### src/sv/cc3d_pkg.sv
// shared types and constants of the three-point circumcentre core
package cc3d_pkg;

   localparam int COORD_WIDTH = 24;
   localparam int LIMB_W      = 32;
   localparam int MUL_LAT     = 4;

   localparam int UW   = COORD_WIDTH + 1;
   localparam int NW   = 2 * UW + 1;
   localparam int NNW  = 2 * NW + 2;
   localparam int DENW = NNW + 1;
   localparam int WW   = NW + UW + 1;
   localparam int TW   = ((WW + NW > COORD_WIDTH + DENW) ? WW + NW : COORD_WIDTH + DENW) + 2;

   localparam logic signed [COORD_WIDTH-1:0] COORD_MAX = {1'b0, {(COORD_WIDTH-1){1'b1}}};
   localparam logic signed [COORD_WIDTH-1:0] COORD_MIN = {1'b1, {(COORD_WIDTH-1){1'b0}}};
   localparam logic [COORD_WIDTH-1:0]        NEG_LIMIT = {1'b1, {(COORD_WIDTH-1){1'b0}}};

   typedef enum logic [1:0] {
      STATUS_OK        = 2'd0,
      STATUS_COLLINEAR = 2'd1,
      STATUS_SATURATED = 2'd2
   } status_type;

   typedef struct packed {
      logic signed [COORD_WIDTH-1:0] first_x;
      logic signed [COORD_WIDTH-1:0] first_y;
      logic signed [COORD_WIDTH-1:0] first_z;
      logic signed [COORD_WIDTH-1:0] second_x;
      logic signed [COORD_WIDTH-1:0] second_y;
      logic signed [COORD_WIDTH-1:0] second_z;
      logic signed [COORD_WIDTH-1:0] third_x;
      logic signed [COORD_WIDTH-1:0] third_y;
      logic signed [COORD_WIDTH-1:0] third_z;
   } req_type;

   typedef struct packed {
      logic signed [COORD_WIDTH-1:0] center_x_out;
      logic signed [COORD_WIDTH-1:0] center_y_out;
      logic signed [COORD_WIDTH-1:0] center_z_out;
      status_type                    status;
   } rsp_type;

endpackage

### src/sv/cc3d_mul.sv
// pipelined signed multiplier built from 32x32 partial products
module cc3d_mul
   import cc3d_pkg::*;
#(
   parameter int AW = 32,
   parameter int BW = 32
)(
   input  logic                    clock,
   input  logic                    en,
   input  logic signed [AW-1:0]    a,
   input  logic signed [BW-1:0]    b,
   output logic signed [AW+BW-1:0] p
);

   localparam int NA = (AW + LIMB_W - 1) / LIMB_W;
   localparam int NB = (BW + LIMB_W - 1) / LIMB_W;
   localparam int PW = AW + BW;

   logic [AW-1:0]          a_abs;
   logic [BW-1:0]          b_abs;
   logic [NA*LIMB_W-1:0]   amag_ff, amag_in;
   logic [NB*LIMB_W-1:0]   bmag_ff, bmag_in;
   logic                   neg1_ff, neg2_ff, neg3_ff;
   logic [2*LIMB_W-1:0]    pp_ff [NA][NB];
   logic [2*LIMB_W-1:0]    pp_in [NA][NB];
   logic [PW-1:0]          sum_ff, sum_in;
   logic signed [PW-1:0]   p_ff, p_in;

   always_comb begin
      a_abs   = a[AW-1] ? AW'(-a) : AW'(a);
      b_abs   = b[BW-1] ? BW'(-b) : BW'(b);
      amag_in = (NA*LIMB_W)'(a_abs);
      bmag_in = (NB*LIMB_W)'(b_abs);
   end

   always_comb begin
      for (int i = 0; i < NA; i++) begin
         for (int j = 0; j < NB; j++) begin
            pp_in[i][j] = amag_ff[i*LIMB_W +: LIMB_W] * bmag_ff[j*LIMB_W +: LIMB_W];
         end
      end
   end

   always_comb begin
      sum_in = '0;
      for (int i = 0; i < NA; i++) begin
         for (int j = 0; j < NB; j++) begin
            sum_in = sum_in + (PW'(pp_ff[i][j]) << (LIMB_W * (i + j)));
         end
      end
   end

   always_comb p_in = neg3_ff ? PW'(-sum_ff) : PW'(sum_ff);

   always_ff @(posedge clock) begin
      if (en) begin
         amag_ff <= amag_in;
         bmag_ff <= bmag_in;
         neg1_ff <= a[AW-1] ^ b[BW-1];
         pp_ff   <= pp_in;
         neg2_ff <= neg1_ff;
         sum_ff  <= sum_in;
         neg3_ff <= neg2_ff;
         p_ff    <= p_in;
      end
   end

   assign p = p_ff;

endmodule

### config.mk
export PLATFORM = sky130hd
export DESIGN_NAME = cc3d_mul
export DESIGN_NICKNAME = d
export VERILOG_FILES = /design/src/sv/cc3d_pkg.sv /design/src/sv/cc3d_mul.sv
export SDC_FILE = /design/constraint.sdc
export NUM_CORES = 2
export LEC_CHECK = 0
export BUFFER_PORTS_ARGS = -buffer_cell sky130_fd_sc_hd__buf_4
export CELL_PAD_IN_SITES_DETAIL_PLACEMENT = 0
export CELL_PAD_IN_SITES_GLOBAL_PLACEMENT = 1
export CORE_MARGIN = 4
export CORE_UTILIZATION = 45
export CTS_CLUSTER_DIAMETER = 150
export CTS_CLUSTER_SIZE = 14
export DETAILED_ROUTE_END_ITERATION = 16
export PLACE_DENSITY = 0.72
export SLEW_MARGIN = 20
export SYNTH_ARGS = -nofsm -noshare
export SYNTH_HDL_FRONTEND = slang
export SYNTH_SLANG_ARGS = --single-unit
### constraint.sdc
create_clock -name clock -period 20 [get_ports clock]
set_clock_uncertainty 0.05 [all_clocks]
set_input_delay 0 -clock clock [delete_from_list [all_inputs] [get_ports clock]]
set_output_delay 0 -clock clock [all_outputs]
set_load 0.02 [all_outputs]
Word-level counts from Yosys, hierarchy flattened. Cells that the tools add are included. Widths: inputs -> output; s select.

Input port bits: 66. Output and inout bits: 64. Logic and storage cells: 18. Bits in registers: 259.

Add/sub/neg operators: 3. $mul: 1. Bitwise operators: 1. Multiplexer cells: 3.

Operator list (number): $mul 32x32->64 (1); $mux 64 (1); $neg 32->32 (2); $neg 64->64 (1); $mux 31 (2); $xor 1x1->1 (1).

Longest topological paths before layout.
Word-level depth: 2. Gate-level depth with buffers: 27. Gate-level depth less buffers: 25.

Least setup slack after synthesis. OpenSTA, ideal clock, no wires.

Path kind: register to register. Start: register bmag_ff[2]. End: register pp_ff[63] in the netlist's numbering (data pin). Cell stages (with the launch flop): 25. Library setup time: 0.264 ns. Period minus slack after synthesis: 7.459 ns. Data required time: 19.686 ns. Data arrival time: 7.146 ns. Setup slack: 12.541 ns. Path buffers: 1. Path through: edfxtp_1 > clkbuf_1 > and2_1 > fa_1 > inv_1 > fa_1 > fa_1 > fa_1 > inv_1 > fa_1 > inv_1 > fa_1 > inv_1 > fa_1 > fa_1 > ha_1 > a21oi_1 > o21ai_0 > a311oi_1 > o21ai_0 > a311o_1 > a31o_2 > a41o_1 > a221oi_1 > xnor2_1.

RTL lines: start, declared (RTL line cc3d_mul.sv:22) `logic [NB*LIMB_W-1:0] bmag_ff, bmag_in;`; start signal, assigned (RTL line cc3d_mul.sv:58) `bmag_ff <= bmag_in;`; end signal, assigned (RTL line cc3d_mul.sv:60) `pp_ff <= pp_in;`; end, declared (RTL line cc3d_mul.sv:24) `logic [2*LIMB_W-1:0] pp_ff [NA][NB];`.

==> qor.yml <==
status: "finished clean"
drt_iter0_markers: 1808
finalCriticalPeriod_ns: 8.82
yosys_warnings: 0
drt_wl_total_um: 115000
dp_hpwl_um: 86800
clock_latency_ns: 0.59
drtPass1Iterations: 5
synthSimpleGateAreaFrac_pct: 15.9
timing.reg2reg.setup_slack_ns: 11.18
nets: 5646
worst_setup_path_start_kind: "register"
numCtsBuffers: 23
critPathCaptureType: "register"
crit_path_top_delay_cell: "edfxtp_1"
rsz0062_at_grt: "false"
slew_violations: 0
num_rows: 114
die_x_um: 320
area_growth_pct: 9.17
post-route-period-util_pct: 44.1
drt.antenna.violating_nets: 0
cts.sinks: 259
cts_setup_buffers: 0
grt_pass1_wl_um: 182000
ios: 130
grt_pass1_vias: 31600
muxShareOfSynthArea_pct: 0
path_class: "reg2reg"
grt_antenna_before_repair: 4
path_cells: "buf_4 -> nand2_1 -> fa_1 -> inv_1 -> fa_1 -> fa_1 -> fa_1 -> fa_1 -> fa_1 -> fa_1 -> inv_1 -> fa_1 -> inv_1 -> ha_1 -> and2_1 -> nand3_1 -> nor3_1 -> o31ai_1 -> a2111oi_1 -> nor2_1 -> o21ai_0 -> xor2_1"
synth.most_common_cell: "fa_1"
cts_tree: "done"
die_area_um2: 102000
synth_cells: 4308
viasPerCell: 5.17
finalSetupTns_ns: 0
synth_fa_ha_area_share_pct: 48.7
fillers: 9007
hold_ws_ns: 0.126
gp_congestion: 0.893
max_cap_viol_count: 0
setup_viol: 0
grt-ovfl-total: 0
relSlewSlack_pct: 27.4
max_clock_freq_ghz: 0.113
drive_gt1_share_pct: 5.68
finalHoldViolCount: 0
post-route-drc-count: 0
synth_cell_types: 61
cp_num_buf_inv: 4
cp_top_family: "adder cells"
syn_avg_cell_area_um2: 10.1
synth_area_um2: 43700
synth_edf_count: 259
worstMarginPinSlew_ns: 1.09
synth_compound_area_share_pct: 4.51
cp_common_cell: "fa_1"
die_height_um: 320
clk_pin_slew_ns: 0.07
core_um2: 96400
ys_ff_latch: 259
synth_top_area_cell: "fa_1"
track_usage_pct: 23.0
clockRootBuffer: "clkbuf_16"
synth.top_cell.area_share_pct: 41.1
portBuffers: 129
cp.required_ns: 20.24
synth_top_family_by_area: "adder cells"
arrival_ns: 9.06
cts_buffer_depth: 3
synth_top_flop_cell: "edfxtp_1"
initial_core_util_pct: 45.3
syn_nets: 5536
synthXorXnorAreaFrac_pct: 3.65
path_max_fanout: 20
hold_class: "in2reg"
yosys-top-cells-count: "896 x fa_1, 867 x inv_1, 630 x and2_1, 491 x nand2_1, 266 x ha_1"
cts_max_level: 1
vias: 29500
ys_seq_area_share_pct: 17.8
synthArstFlopShare_pct: 0
grt_max_degree: 107
cpPeakStageDelay_ns: 0.94
wire_per_inst_um: 20.2
synth_area_leaders: "fa_1 41%, edfxtp_1 18%, and2_1 9.0%"
[cells in the final DEF (no fill, tap or decap), types with 23 or more instances in the layout]
cell type	instances
ha_1	266
dlygate4sd3_1	115
xnor2_1	150
nand2_1	491
fa_1	896
clkbuf_16	23
a21o_1	38
o21ai_0	81
buf_4	189
nor2_1	36
edfxtp_1	259
and2_1	630
o31ai_1	32
inv_1	867
a21oi_1	71
xor2_1	32
[worst register-to-register path: cells and delay by family (launching register included)]
kind,cells,cell delay [ns]
compound gates,3,1.35
xor+xnor,1,0.11
fa+ha+maj,9,4.43
buf+inv,4,0.59
flops,1,0.94
simple gates,5,1.06
[through the flow]
step           utilization, %  std cells  instance area, um^2  worst slack [ns]
6_report                 49.4       5699                47700             11.18
5_1_grt                  49.4       5697                47700             10.83
3_3_place_gp             47.5       5551                45800             10.98
2_1_floorplan               -       4308                43700             12.54
4_1_cts                  49.4       5694                47600             11.16
3_5_place_dp             47.5       5551                45800             11.19
[layer usage]
layer	part of all wire, %	wire length [um]	GRT usage (%)	up-vias
met3	10	11600	7.50	119
met2	43	50100	35.2	968
li1	-	-	-	13200
met5	0.022	25	0	-
met1	45	51300	32.5	15100
met4	1.9	2230	4.15	4
[worst paths after layout]
| path | start | endpoint | depth (start not counted) |
|---|---|---|---|
| setup / recovery | amag_ff[7]$_DFFE_PP_ | pp_ff[50]$_DFFE_PP_ | 22 |
| hold / removal | b[0] | bmag_ff[0]$_DFFE_PP_ | 2 |
| setup reg to reg | amag_ff[7]$_DFFE_PP_ | pp_ff[50]$_DFFE_PP_ | 22 |
| hold reg to reg | pp_ff[7]$_DFFE_PP_ | sum_ff[7]$_DFFE_PP_ | 0 |
[layout make-up]
cell class              count  area (um^2)  share of cell area [%]
multi-input cells        2959        31800                    66.7
flip-flops and latches    259         7780                    16.3
inverters                 867         3250                    6.83
repair buffers            308         2630                    5.52
well taps                1276         1600                    3.35
clock buffers              24          579                    1.22
clock inverters             4         46.3                  0.0971
diodes                      2         5.00                  0.0105
[sequential cells by signal, indices dropped and copies added (netlist names)]
signal and count:
sum_ff 64, neg2_ff 1, pp_ff 64, amag_ff 32, bmag_ff 32, neg1_ff 1, neg3_ff 1, p 64
[cells by family (layout without fill, tap and decap cells)]
kind of cell | Yosys count | in the layout
XOR/XNOR | 182 | 182
buffers and inverters | 1090 | 1203
AND/OR/NAND/NOR | 1312 | 1312
flip-flops | 259 | 259
adder cells (fa/ha/maj) | 1162 | 1162
other | 0 | 2
AO/OA/AOI/OAI | 303 | 303
[what timing repair did]
action | 4_1_cts | 5_1_grt
hold buffers | 115 | 0
resized for setup | 0 | 0
hold endpoints to repair | 117 | 0
Power is not shown: default switching activity piles up to over one toggle a cycle in this logic, so the estimate is an artifact.
